File: config.mk
export PLATFORM = sky130hd
export DESIGN_NAME = rnlts_ctrl
export DESIGN_NICKNAME = d
export VERILOG_FILES = /design/src/rtl/rnlts_pkg.sv /design/src/rtl/rnlts_ctrl.sv
export SDC_FILE = /design/constraint.sdc
export NUM_CORES = 1
export LEC_CHECK = 0
export ABC_CLOCK_PERIOD_IN_PS = 2300
export CELL_PAD_IN_SITES_DETAIL_PLACEMENT = 2
export CELL_PAD_IN_SITES_GLOBAL_PLACEMENT = 2
export CORE_MARGIN = 10
export CORE_UTILIZATION = 34
export CTS_CLUSTER_SIZE = 30
export DETAILED_ROUTE_END_ITERATION = 10
export DONT_BUFFER_PORTS = 1
export GPL_TIMING_DRIVEN = 0
export PLACE_DENSITY = 0.87
export SYNTH_ARGS = -nofsm -noshare
export SYNTH_HDL_FRONTEND = slang
export SYNTH_SLANG_ARGS = --single-unit
File: constraint.sdc
create_clock -name clk -period 2.3 [get_ports clk]
set_clock_uncertainty 0.2 [all_clocks]
set_input_delay 0.115 -clock clk [delete_from_list [all_inputs] [get_ports clk]]
set_output_delay 0.115 -clock clk [all_outputs]
set_load 0.03 [all_outputs]
File: src/rtl/rnlts_pkg.sv
package rnlts_pkg;

	localparam int LOG_DEPTH    = 64;
	localparam int COMMAND_BITS = 64;
	localparam int NODE_ID_BITS = 8;
	localparam int TERM_BITS    = 64;
	localparam int IDX_BITS     = 32;
	localparam int ADDR_BITS    = $clog2(LOG_DEPTH);
	localparam int LEN_BITS     = $clog2(LOG_DEPTH + 1);
	localparam int ENTRY_BITS   = TERM_BITS + COMMAND_BITS;

	typedef enum logic [2:0] {
		ACT_VOTE, ACT_HEARTBEAT, ACT_APPEND, ACT_ELECT,
		ACT_LEADER, ACT_LEADER_APPEND, ACT_TRUNCATE, ACT_COMMIT
	} action_t;

	typedef enum logic [1:0] {
		ROLE_FOLLOWER, ROLE_CANDIDATE, ROLE_LEADER, ROLE_UNUSED
	} role_t;

	typedef enum logic [3:0] {
		OP_NONE, OP_LOAD, OP_EXEC, OP_HDR, OP_HDR_CHK, OP_ENT, OP_ENT_CHK,
		OP_FIN, OP_COMMIT, OP_APPLY_RD, OP_APPLY_OUT, OP_APPLY_FAIL
	} op_t;

	typedef struct packed {
		op_t op;
	} ctrl_t;

	typedef struct packed {
		action_t act;
		logic    first;
		logic    last;
		logic    hdr_cmp;
		logic    ent_cmp;
		logic    apply_more;
		logic    apply_last;
		logic    out_free;
	} status_t;

endpackage

File: src/rtl/rnlts_ctrl.sv
module rnlts_ctrl (
	input  logic                 clk,
	input  logic                 arst_n,
	input  logic                 in_valid,
	output logic                 in_ready,
	input  rnlts_pkg::status_t   status,
	output rnlts_pkg::ctrl_t     ctrl
);

	typedef enum logic [3:0] {
		S_IDLE, S_DISPATCH, S_EXEC, S_HDR, S_HDR_CHK, S_ENT, S_ENT_CHK, S_FIN,
		S_COMMIT, S_APPLY_RD, S_APPLY_OUT
	} state_t;

	state_t state_q, state_n;
	logic   emitted_q, emitted_n;

	always_comb begin
		state_n   = state_q;
		emitted_n = emitted_q;
		ctrl.op   = rnlts_pkg::OP_NONE;
		in_ready  = 1'b0;
		case (state_q)
			S_IDLE: begin
				in_ready = 1'b1;
				if (in_valid) begin
					ctrl.op = rnlts_pkg::OP_LOAD;
					state_n = S_DISPATCH;
				end
			end
			S_DISPATCH: begin
				case (status.act)
					rnlts_pkg::ACT_APPEND: state_n = status.first ? S_HDR : S_ENT;
					rnlts_pkg::ACT_COMMIT: state_n = S_COMMIT;
					default:               state_n = S_EXEC;
				endcase
			end
			S_EXEC: begin
				if (status.out_free) begin
					ctrl.op = rnlts_pkg::OP_EXEC;
					state_n = S_IDLE;
				end
			end
			S_HDR: begin
				ctrl.op = rnlts_pkg::OP_HDR;
				state_n = status.hdr_cmp ? S_HDR_CHK : S_ENT;
			end
			S_HDR_CHK: begin
				ctrl.op = rnlts_pkg::OP_HDR_CHK;
				state_n = S_ENT;
			end
			S_ENT: begin
				ctrl.op = rnlts_pkg::OP_ENT;
				state_n = status.ent_cmp ? S_ENT_CHK : S_FIN;
			end
			S_ENT_CHK: begin
				ctrl.op = rnlts_pkg::OP_ENT_CHK;
				state_n = S_FIN;
			end
			S_FIN: begin
				// Only the last item of an append request gives a reply.
				if (!status.last) begin
					state_n = S_IDLE;
				end else if (status.out_free) begin
					ctrl.op = rnlts_pkg::OP_FIN;
					state_n = S_IDLE;
				end
			end
			S_COMMIT: begin
				ctrl.op   = rnlts_pkg::OP_COMMIT;
				emitted_n = 1'b0;
				state_n   = S_APPLY_RD;
			end
			S_APPLY_RD: begin
				if (status.apply_more) begin
					ctrl.op = rnlts_pkg::OP_APPLY_RD;
					state_n = S_APPLY_OUT;
				end else if (emitted_q) begin
					state_n = S_IDLE;
				end else if (status.out_free) begin
					ctrl.op = rnlts_pkg::OP_APPLY_FAIL;
					state_n = S_IDLE;
				end
			end
			S_APPLY_OUT: begin
				if (status.out_free) begin
					ctrl.op   = rnlts_pkg::OP_APPLY_OUT;
					emitted_n = 1'b1;
					state_n   = status.apply_last ? S_IDLE : S_APPLY_RD;
				end
			end
			default: begin
				state_n = S_IDLE;
			end
		endcase
	end

	always_ff @(posedge clk or negedge arst_n) begin
		if (!arst_n) begin
			state_q   <= S_IDLE;
			emitted_q <= 1'b0;
		end else begin
			state_q   <= state_n;
			emitted_q <= emitted_n;
		end
	end

endmodule

==> results of run 1 <==
cell families after synthesis:
logic type / synth area share (%)
AOI/OAI and AO/OA: 35.93
and+or+nand+nor: 31.58
buffers and inverters: 9.609
DFF: 22.88
registers in the layout (all words and copies together), names as in the netlist:
| signal | flops |
|---|---|
| emitted_q | 1 |
| state_q | 4 |
synth_stat cells (all sizes together):
master	instances	area (µm²)
a211oi	2	15.01
a21boi	1	7.510
a21o	1	7.510
a21oi	6	30.03
a221oi	1	15.01
a31oi	2	12.51
a32oi	1	8.760
and2	1	6.260
buf	5	33.78
clkbuf	1	3.750
dfrtp	5	125.1
inv	4	15.01
nand2	2	7.510
nand2b	3	18.77
nand3	3	15.01
nand4	1	6.260
nor2	6	22.52
nor2b	4	32.53
nor3	1	5.000
nor3b	2	20.02
nor4	2	12.51
nor4b	3	26.28
o2111ai	1	8.760
o211ai	1	7.510
o21a	1	7.510
o21ai	8	40.03
o311ai	1	8.760
o31ai	1	7.510
o32a	2	20.02
metal layers:
layer	GRT usage (%)	up-vias	share of wire, %
li1	-	295	-
met1	12.71	308	40
met2	22.79	14	53
met3	2.754	2	5.8
met4	4.487	0	1.3
met5	0	-	0
path summary, 6_finish.rpt:
kind	startpoint	endpoint
hold reg to reg	emitted_q	emitted_q
max in group asynchronous	arst_n	state_q[1]
hold / removal	status[6]	state_q[2]
setup reg to reg	state_q[2]	state_q[1]
min in group asynchronous	arst_n	emitted_q
setup / recovery	state_q[0]	ctrl[1]
critical path: stages, from the launching register on:
cell,delay [ns]
dfrtp_1,0.31
buf_4,0.16
nor2b_4,0.22
nor3b_2,0.23
a21oi_1,0.10
o31ai_2,0.53
per-stage QoR:
| stage | TNS (ns) | cell area [µm²] | util [%] | total power, W |
|---|---|---|---|---|
| 2_1_floorplan | 0 | 546.8 | - | 0.0006402 |
| 3_3_place_gp | -0.1288 | 566.8 | 37.62 | 0.0007463 |
| 3_5_place_dp | 0 | 573.1 | 38.04 | 0.0007773 |
| 4_1_cts | 0 | 674.4 | 44.77 | 0.0009206 |
| 5_1_grt | 0 | 670.6 | 44.52 | 0.0009961 |
| 6_report | 0 | 670.6 | 44.52 | 0.0009183 |
final cells by class:
cell class / instances / area (µm²)
Sequential cell: 5 / 125.1
Inverter: 4 / 15.01
Clock buffer: 4 / 26.28
Multi-Input combinational cell: 57 / 386.6
Timing Repair Buffer: 6 / 60.06
Tap cell: 16 / 20.02
Buffer: 6 / 37.54
Fill cell: 171 / 835.8
power by group through the flow:
stage               Combinational, W  Sequential (W)   Clock, W
finish                      0.000667        0.000154  0.0000969
global route                0.000727        0.000158   0.000111
detailed placement          0.000623        0.000155          0
global placement            0.000594        0.000153          0
CTS                         0.000664        0.000153   0.000103
floorplan                   0.000496        0.000145          0
timing repair:
item                       in CTS  in global routing
gates resized for setup         1                  1
setup endpoints to repair       1                  1
pin swaps                       0                  0
hold buffers                    7                  0
gates cloned                    0                  0
hold endpoints to repair        8                  0
==> summary.md, run 1 <==
| Metric | Value |
|---|---|
| CTS Root Cell | `clkbuf_4` |
| Via-per-instance ratio | `around 6.3` |
| Total die area | `3612 µm²` |
| Yosys reg bits | `5` |
| Worst slack at placement | `around 0.15 ns` |
| Share of cells above drive strength 1 | `17.07%` |
| R2R depth | `4` |
| Max VDD drop | `0.6610 mV` |
| Num rows | `14` |
| CTS clk-pin slew, worst paths | `~0.04 ns` |
| H-tree depth | `1` |
| Max FO, Critical Path | `9` |
| Clk_lat worst skew | `around 0.23 ns` |
| First-pass GRT wire length | `between 3000 and 4000 µm` |
| Setup crit end kind | `output port` |
| Num CTS Buffers | `3` |
| Post-CTS setup buffer count | `0` |
| Max Freq | `0.4747 GHz` |
| Switching part of the total power | `approximately 53%` |
| Non-Filler Instances | `between 90 and 100` |
| RSZ-0062 raised after global routing | `false` |
| Post-DR wirelength/cell | `approximately 21 µm` |
| Core area | `1506 µm²` |
| Netlist cell types | `34` |
| Pint | `0.0004356 W` |
| Die height | `~60 µm` |
| Clock sink count | `5` |
| Pin count of the biggest net entering global routing | `11` |
| Sequential Power Share | `between 10% and 20%` |
| Sequential fraction of the synthesis area | `22.88%` |
| Setup violations, final | `0` |
| Most frequent cells in the layout | `6 x a21oi_1, 6 x nor2_1, 6 x dlygate4sd3_1` |
| MaxCap Viol Count | `0` |
| Critical path required time | `1.99 ns` |
| Initial DRC Count | `6` |
| Antenna diode count | `0` |
| Status | `finished, violations left` |
| DRC | `0` |
| Final Hold Fails | `1` |
| Slew headroom | `approximately 40%` |
| Synthesis-to-layout area growth | `22.65%` |
| DR pass1 iterations | `4` |
| Crit path time final | `~2.1 ns` |
| Hold WS | `-0.001744 ns` |
| CP Class | `flip-flop to output port` |
| Slew Viols, Final | `0` |
| Yosys warnings | `0` |
| WP data arrival | `between 1.5 and 2 ns` |
| Syn_area_per_cell | `~7.6 µm²` |
| Setup ws final | `0.1932 ns` |
| Dpl cells | `a little under 90` |
| GP Congestion | `~0.84` |
| Die width | `60.10 µm` |
| Cells after synthesis | `slightly above 70` |
| Worst slew pin tran | `0.8927 ns` |
| Final worst path period share | `approximately nine tenths` |
| I/O pin cnt | `18` |
| Initial antenna violation count | `0` |
| Clk pwr share | `10.5%` |
| Failing checks | `hold timing` |
| Largest buffer count on any clock path | `2` |
| CTS tree | `done` |
| Gr ovfl total | `0` |
| Sw power | `0.0004828 W` |
| DRT antenna net count | `0` |
| DR vias | `619` |
| R2R setup slack | `about 0.20 ns` |
| Synth Net Count | `between 80 and 90` |
| Detailed Route WL | `between 2000 and 2500 µm` |
| Combinational power share | `72.7%` |
| Hpwl dp | `roughly 1600 µm` |
| GRT Util Overall | `around 12%` |
| Vias in the first global route | `between 600 and 700` |
| Worst setup SP type | `flip-flop` |
| Leak | `around 0.25 nW` |
| Min-Delay Path Class | `input pin to flip-flop` |
| Mapped Area | `around 550 µm²` |
| Final nets | `96` |
| Power Density | `roughly 1400 nW/µm²` |
| Hold-critical path depth | `3` |
| Initial Utilization | `36.30%` |
| IO buf count | `0` |
(Power assumes the default switching activity.)
==> run 2, diff against run 1 <==
CELL_PAD_IN_SITES_DETAIL_PLACEMENT = 0   (was 2)
REMOVE_ABC_BUFFERS = 1   (was default)
==> run 2 against run 1 <==
Compared with the run above:
- the flow now finishes without violations
- global-route usage shrank 4.1 points
- die area unchanged
- via count down 12%
- final cell count shrank 3.1%
- clock power barely moved
- sequential share of layout area is 0.27 points higher
- cell area up 0.56%
- highest routed layer is now met3
==> summary.md, run 2 (synthesized netlist as in run 1, its figures left out) <==
| Metric | Value |
|---|---|
| Status | `finished clean (was finished, violations left)` |
| Pin count of the biggest net entering global routing | `20 (was 11)` |
| Largest registers | `state_q (4), emitted_q (1) (unchanged)` |
| Core area | `1506 µm² (unchanged)` |
| Largest stage delay, worst path | `0.56 ns (was 0.53 ns)` |
| Setup crit end kind | `output port (unchanged)` |
| Initial DRC Count | `10 (was 6)` |
| Hold Crit Start | `status[5] (was status[6])` |
| Share of cells above drive strength 1 | `13.92% (was 17.07%)` |
| Final nets | `93 (was 96)` |
| Most frequent cells in the layout | `9 x dlygate4sd3_1, 6 x a21oi_1, 6 x nor2_1 (was 6 x a21oi_1, 6 x nor2_1, 6 x dlygate4sd3_1)` |
| Design area | `674.4 µm² (was 670.6 µm²)` |
| CTS Root Cell | `clkbuf_4 (unchanged)` |
| DR pass1 iterations | `4 (unchanged)` |
| Setup violations, final | `0 (unchanged)` |
| Post-DR wirelength/cell | `16.08 µm (was 21.27 µm)` |
| Min-Delay Path Class | `input pin to flip-flop (unchanged)` |
| First-pass GRT wire length | `2380 µm (was 3429 µm)` |
| I/O pin cnt | `18 (unchanged)` |
| Hold EP | `state_q[2] (unchanged)` |
| H-tree depth | `1 (unchanged)` |
| Worst slew pin tran | `0.8943 ns (was 0.8927 ns)` |
| Power, Total | `0.0008440 W (was 0.0009183 W)` |
| Gr ovfl total | `0 (unchanged)` |
| Synthesis-to-layout area growth | `23.34% (was 22.65%)` |
| Slew Viols, Final | `0 (unchanged)` |
| Clk_lat worst skew | `0.23 ns (about the same)` |
| DR vias | `543 (was 619)` |
| GRT Util Overall | `8.101% (was 12.20%)` |
| Area post-placement | `535.5 µm² (was 573.1 µm²)` |
| Detailed-routed wire length on met3 | `74 µm (was 120 µm)` |
| Die width | `60.10 µm (unchanged)` |
| Largest Register | `state_q (unchanged)` |
| CP Class | `flip-flop to output port (unchanged)` |
| Critical path required time | `1.99 ns (about the same)` |
| Antenna diode count | `0 (unchanged)` |
| Initial Utilization | `36.30% (unchanged)` |
| Initial antenna violation count | `0 (unchanged)` |
| IO buf count | `0 (unchanged)` |
| Vias in the first global route | `533 (was 678)` |
| RSZ-0062 raised after global routing | `false (unchanged)` |
| Hpwl dp | `1090 µm (was 1606 µm)` |
| Highest Signal Layer | `met3 (was met4)` |
| Max VDD drop | `0.7654 mV (was 0.6610 mV)` |
| Die height | `60.10 µm (unchanged)` |
| Num CTS Buffers | `3 (unchanged)` |
| GP Congestion | `0.7956 (was 0.8409)` |
| Largest buffer count on any clock path | `2 (unchanged)` |
| Via-per-instance ratio | `5.716 (was 6.316)` |
| WP data arrival | `1.80 ns (was 1.79 ns)` |
| Commonest non-fill, non-tap cell in the layout | `dlygate4sd3_1` |
| Final worst path period share | `91.91% (was 91.60%)` |
| FF-to-FF Start | `state_q[2] (unchanged)` |
| Crit Reg-Reg Endpoint | `state_q[1] (unchanged)` |
| Max FO, Critical Path | `19 (was 9)` |
| Slew headroom | `39.88% (was 39.99%)` |
| WL met2 | `813 µm (was 1107 µm)` |
| Power Density | `1252 nW/µm² (was 1369 nW/µm²)` |
| CTS tree | `done (unchanged)` |
| Final Hold Fails | `0 (was 1)` |
| Leak | `0.2416 nW (was 0.2530 nW)` |
| R2R depth | `4 (unchanged)` |
| Worst setup SP type | `flip-flop (unchanged)` |
| Hold-critical path depth | `3 (unchanged)` |
| Num rows | `14 (unchanged)` |
| Post-CTS setup buffer count | `0 (unchanged)` |
| CP cell instances | `nand2_1 -> a21boi_0 -> o21a_1 -> o21ai_1 (was buf_4 -> nor2b_4 -> nor3b_2 -> a21oi_1 -> o31ai_2)` |
| Max Freq | `0.4730 GHz (was 0.4747 GHz)` |
| DRC | `0 (unchanged)` |
| R2R setup slack | `0.20 ns (about the same)` |
| MaxCap Viol Count | `0 (unchanged)` |
| Detailed Route WL | `1528 µm (was 2084 µm)` |
| DRT antenna net count | `0 (unchanged)` |
| Setup ws final | `0.1860 ns (was 0.1932 ns)` |
| Worst slack at placement | `-0.1319 ns (was 0.1522 ns)` |
| Crit path time final | `2.114 ns (was 2.107 ns)` |
| WL met1 | `639 µm (was 829 µm)` |
| CTS clk-pin slew, worst paths | `0.04 ns (about the same)` |
| Largest register FFs | `4 (unchanged)` |
| Clock sink count | `5 (unchanged)` |
| Slowest-stage cell, CP | `dfrtp_2 (was o31ai_2)` |
| Total die area | `3612 µm² (unchanged)` |
[run 2: changes by cell type in the layout (fill, tap and decap cells not counted)]
cell	previous run	this run
dlygate4sd3_1	6	9
buf_4	1	0
buf_2	3	0
o31ai_4	0	1
dfrtp_2	0	2
buf_6	1	0
dfrtp_1	5	3
clkbuf_1	2	1
o31ai_2	1	0
[run 2: routing by layer]
layer  global-route usage (%)  vias up
met5                        0        -
met4                    3.526        0
met3                    1.907        0
met2                    13.24        9
met1                    9.727      246
li1                         -      288
[run 2: where the power goes]
part	switching, W	internal [W]	total, W
Sequential	0.000141	0.000126	0.000267
Clock	0.0000316	0.0000653	0.0000970
Combinational	0.000270	0.000210	0.000480
Total	0.000443	0.000401	0.000844
[run 2: how the worst max path moves through the flow]
| stage | startpoint | to | cells past startpoint |
|---|---|---|---|
| floorplan | state_q[1] | state_q[0] | 2 |
| global placement | state_q[1] | state_q[0] | 2 |
| detailed placement | state_q[0] | ctrl[1] | 4 |
| CTS | state_q[0] | ctrl[0] | 4 |
| global route | state_q[0] | ctrl[1] | 4 |
| finish | state_q[1] | ctrl[0] | 4 |
[run 2: per-stage QoR]
step           hold WS [ns]  TNS, ns  instances  util [%]
2_1_floorplan       -0.3806        0         66         -
3_3_place_gp        -0.3804  -0.2806         82     35.13
3_5_place_dp        -0.3804  -0.1319         82     35.55
4_1_cts             0.03707        0         94     43.60
5_1_grt             0.08636        0         95     44.77
6_report            0.04551        0         95     44.77
[run 2: repair_timing]
item | 4_1_cts | 5_1_grt
setup endpoints to repair | 2 | 3
resized for setup | 3 | 2
hold buffers | 8 | 2
endpoints found under the hold margin | 9 | 1
pin swaps | 0 | 1
[run 2: final cells by class]
type,instances,area [µm²]
multi-input combinational,57,395.4
clock buffer,4,26.28
timing repair buffer,9,90.09
fill,154,832.0
sequential,5,127.6
tap,16,20.02
inverter,4,15.01
[run 2: critical path: cells and delay by family, from the launching register on]
| kind | cells | cell delay (ns) |
|---|---|---|
| and+or+nand+nor | 1 | 0.19 |
| AOI/OAI and AO/OA | 3 | 0.81 |
| DFF | 1 | 0.56 |
==> run 3, diff against run 2 <==
--- a/config.mk
+++ b/config.mk
@@ -7,2 +7,3 @@
 export LEC_CHECK = 0
+export ABC_AREA = 1
 export ABC_CLOCK_PERIOD_IN_PS = 2300
@@ -11,3 +12,3 @@
 export CORE_MARGIN = 10
-export CORE_UTILIZATION = 34
+export CORE_UTILIZATION = 30
 export CTS_CLUSTER_SIZE = 30
@@ -17,2 +18,3 @@
 export PLACE_DENSITY = 0.87
+export RECOVER_POWER = 25
 export REMOVE_ABC_BUFFERS = 1
--- a/constraint.sdc
+++ b/constraint.sdc
@@ -4,2 +4,2 @@
 set_output_delay 0.115 -clock clk [all_outputs]
-set_load 0.03 [all_outputs]
+set_load 0.02 [all_outputs]
==> run 3 against run 2 <==
Compared with the run above:
- routed wire length increased by 3.0%
- die area grew 9.7%
- final cell count is 45% higher
- via count grew 23%
- non-clock buffer count rose by 1
- critical endpoint is now state_q[1]
==> summary.md, run 3 <==
| Metric | Value |
|---|---|
| Pin count of the biggest net entering global routing | `9 (was 20)` |
| GP Congestion | `0.7968 (was 0.7956)` |
| Largest Register | `state_q (unchanged)` |
| Cts repair resizes | `0 (was 3)` |
| Status | `finished clean (unchanged)` |
| Initial Utilization | `31.68% (was 36.30%)` |
| Max FO, Critical Path | `6 (was 19)` |
| Slew headroom | `78.17% (was 39.88%)` |
| Max VDD drop | `0.5525 mV (was 0.7654 mV)` |
| Hpwl dp | `1341 µm (was 1090 µm)` |
| CTS Root Cell | `clkbuf_4 (unchanged)` |
| Commonest cells post-synth | `34 x nand2_1, 17 x inv_1, 11 x nor2_1, 8 x nand3_1, 5 x dfrtp_1 (was 6 x a21oi_1, 6 x nor2_1, 5 x dfrtp_1, 5 x o21ai_0, 4 x inv_1)` |
| Worst slew pin tran | `0.3274 ns (was 0.8943 ns)` |
| DRT antenna net count | `0 (unchanged)` |
| Die height | `62.94 µm (was 60.10 µm)` |
| Clk pwr share | `13.4% (was 11.5%)` |
| Most frequent cells in the layout | `34 x nand2_1, 17 x inv_1, 11 x nor2_1 (was 9 x dlygate4sd3_1, 6 x a21oi_1, 6 x nor2_1)` |
| GRT Util Overall | `7.917% (was 8.101%)` |
| Die width | `62.94 µm (was 60.10 µm)` |
| Core area | `1745 µm² (was 1506 µm²)` |
| CTS clk-pin slew, worst paths | `0.04 ns (about the same)` |
| Gr ovfl total | `0 (unchanged)` |
| IO buf count | `0 (unchanged)` |
| Vias in the first global route | `638 (was 533)` |
| Worst path buffer plus inverter count | `2 (was 0)` |
| DRC | `0 (unchanged)` |
| Yosys warnings | `0 (unchanged)` |
| Sequential fraction of the synthesis area | `22.62% (was 22.88%)` |
| Netlist cell types | `17 (was 34)` |
| Share of cells above drive strength 1 | `8.850% (was 13.92%)` |
| Final nets | `127 (was 93)` |
| Combinational power share | `60.8% (was 56.9%)` |
| Final Hold Fails | `0 (unchanged)` |
| Power Density | `1062 nW/µm² (was 1252 nW/µm²)` |
| Post-CTS setup buffer count | `0 (unchanged)` |
| Detailed Route WL | `1574 µm (was 1528 µm)` |
| Switching part of the total power | `54.67% (was 52.44%)` |
| Yosys reg bits | `5 (unchanged)` |
| Crit path time final | `1.983 ns (was 2.114 ns)` |
| Num CTS Buffers | `3 (unchanged)` |
| Syn_area_per_cell | `5.530 µm² (was 7.594 µm²)` |
| Min-Delay Path Class | `input pin to flip-flop (unchanged)` |
| Share of the synthesized area in the top cell type | `23.08% (was 22.88%)` |
| First-pass GRT wire length | `2615 µm (was 2380 µm)` |
| Post-synth ARST share | `100.0% (unchanged)` |
| Primary FF master, synth | `dfrtp_1 (unchanged)` |
| Final worst path period share | `86.22% (was 91.91%)` |
| Clock sink count | `5 (unchanged)` |
| I/O pin cnt | `18 (unchanged)` |
| Slew Viols, Final | `0 (unchanged)` |
| Cells after synthesis | `100 (was 72)` |
| CP Class | `flip-flop to flip-flop (was flip-flop to output port)` |
| Total die area | `3961 µm² (was 3612 µm²)` |
| DR pass1 iterations | `4 (unchanged)` |
| Worst setup SP type | `flip-flop (unchanged)` |
| Initial DRC Count | `33 (was 10)` |
| Max Freq | `0.5043 GHz (was 0.4730 GHz)` |
| Sw power | `0.0004062 W (was 0.0004426 W)` |
| Delay-heaviest family, CP | `buffers and inverters (was compound AO/OA/AOI/OAI gates)` |
| CP most frequent cell | `nand2_1` |
| Critical path required time | `2.22 ns (was 1.99 ns)` |
| Initial antenna violation count | `0 (unchanged)` |
| Antenna diode count | `0 (unchanged)` |
| Setup TNS | `0 ns (unchanged)` |
| DR vias | `666 (was 543)` |
| Synth area leaders | `nand2_1 23%, dfrtp_1 23%, inv_1 12%, nor2_1 7.5%, nand3_1 7.2% (was dfrtp_1 23%, a21oi_1 5.5%, nor4b_1 4.8%, o21ai_0 4.6%, nor2_1 4.1%)` |
| Clk_lat worst skew | `0.24 ns (was 0.23 ns)` |
| Mapped Area | `553.0 µm² (was 546.8 µm²)` |
| Slowest-stage cell, CP | `dlygate4sd3_1 (was dfrtp_2)` |
| MaxCap Viol Count | `0 (unchanged)` |
| CTS tree | `done (unchanged)` |
| CP cell instances | `inv_2 -> nor2_4 -> nand2_1 -> nand2_1 -> a21oi_1 -> nand4_1 -> dlygate4sd3_1 (was nand2_1 -> a21boi_0 -> o21a_1 -> o21ai_1)` |
| Via-per-instance ratio | `4.826 (was 5.716)` |
| Num rows | `15 (was 14)` |
| Setup violations, final | `0 (unchanged)` |
| Pint | `0.0003369 W (was 0.0004014 W)` |
| Largest stage delay, worst path | `0.57 ns (was 0.56 ns)` |
| H-tree depth | `1 (unchanged)` |
| Leak | `0.3766 nW (was 0.2416 nW)` |
| Largest registers | `state_q (4), emitted_q (1) (unchanged)` |
| Post-synth EDFFs | `0 (unchanged)` |
| Most frequent cell after synthesis | `nand2_1` |
| R2R setup slack | `0.32 ns (was 0.20 ns)` |
| Synth area leader | `nand2_1 (was dfrtp_1)` |
| WP data arrival | `1.90 ns (was 1.80 ns)` |
| RSZ-0062 raised after global routing | `false (unchanged)` |
| Sequential Power Share | `25.8% (was 31.6%)` |
| Setup crit end kind | `flip-flop (was output port)` |
| Commonest non-fill, non-tap cell in the layout | `nand2_1 (was dlygate4sd3_1)` |
| Fillers | `215 (was 154)` |
| Synthesis-to-layout area growth | `26.47% (was 23.34%)` |
| Largest buffer count on any clock path | `2 (unchanged)` |
| Largest register FFs | `4 (unchanged)` |
| Post-DR wirelength/cell | `11.41 µm (was 16.08 µm)` |
| Power, Total | `0.0007430 W (was 0.0008440 W)` |
[run 3: cell count changes after synthesis, sizes merged, moves of 4 or more]
cell | before | now
nand2 | 2 | 36
nand3 | 3 | 8
nor2b | 4 | 0
a21oi | 6 | 1
nor2 | 6 | 15
inv | 4 | 18
buf | 5 | 1
[run 3: through the flow]
step,utilization [%],hold WS (ns),instances,setup slack (ns),area [µm²]
after floorplan,-,-0.3806,99,0.8978,541.8
after global placement,32.83,-0.3804,124,0.7165,573.1
after detailed placement,32.83,-0.3804,124,0.7124,573.1
after CTS,40.07,0.007990,138,0.3104,699.4
after global routing,40.07,0.02844,138,0.1736,699.4
final,40.07,0.007928,138,0.3170,699.4
[run 3: metal layers]
metal | up-vias | global-route usage (%) | routed length [µm] | part of all wire, %
li1 | 340 | - | - | -
met1 | 298 | 9.372 | 691 | 44
met2 | 26 | 13.07 | 717 | 46
met3 | 2 | 1.971 | 146 | 9.3
met4 | 0 | 3.352 | 19 | 1.2
met5 | - | 0 | 0 | 0
[run 3: layout make-up]
cell class | instances | area (µm²) | area share [%]
Inverter | 18 | 67.56 | 9.660
Tap cell | 25 | 31.28 | 4.472
Multi-Input combinational cell | 76 | 349.1 | 49.91
Clock buffer | 4 | 26.28 | 3.757
Sequential cell | 5 | 125.1 | 17.89
Timing Repair Buffer | 10 | 100.1 | 14.31
[run 3: worst paths after layout]
path	from	to	cells after the start
worst max-delay path	state_q[0]	state_q[1]	7
worst min-delay path	status[0]	state_q[0]	5
worst max register to register	state_q[0]	state_q[1]	7
worst min register to register	emitted_q	emitted_q	2
max in group asynchronous	arst_n	state_q[1]	2
min in group asynchronous	arst_n	emitted_q	2
[run 3: logic make-up after synthesis]
| kind of cell | after synthesis | share of synthesized area, % |
|---|---|---|
| buffers and inverters | 19 | 14.25 |
| AOI/OAI and AO/OA | 7 | 6.786 |
| and+or+nand+nor | 69 | 56.33 |
| DFF | 5 | 22.62 |
[run 3: worst register-to-register path, cell delays in order, from the launching register on]
cell and delay [ns]:
dfrtp_1 0.45, inv_2 0.17, nor2_4 0.05, nand2_1 0.10, nand2_1 0.06, a21oi_1 0.15
nand4_1 0.10, dlygate4sd3_1 0.57
[run 3: power by group through the flow]
stage / Sequential (W) / Combinational [W] / Clock (W)
after global routing: 0.000196 / 0.000521 / 0.000109
final: 0.000192 / 0.000452 / 0.0000994
after global placement: 0.000190 / 0.000423 / 0
after floorplan: 0.000174 / 0.000346 / 0
after detailed placement: 0.000189 / 0.000421 / 0
after CTS: 0.000188 / 0.000459 / 0.000102
[run 3: repair_timing]
action	4_1_cts	5_1_grt
endpoints found under the setup margin	0	0
hold buffers	10	0
endpoints found under the hold margin	10	0
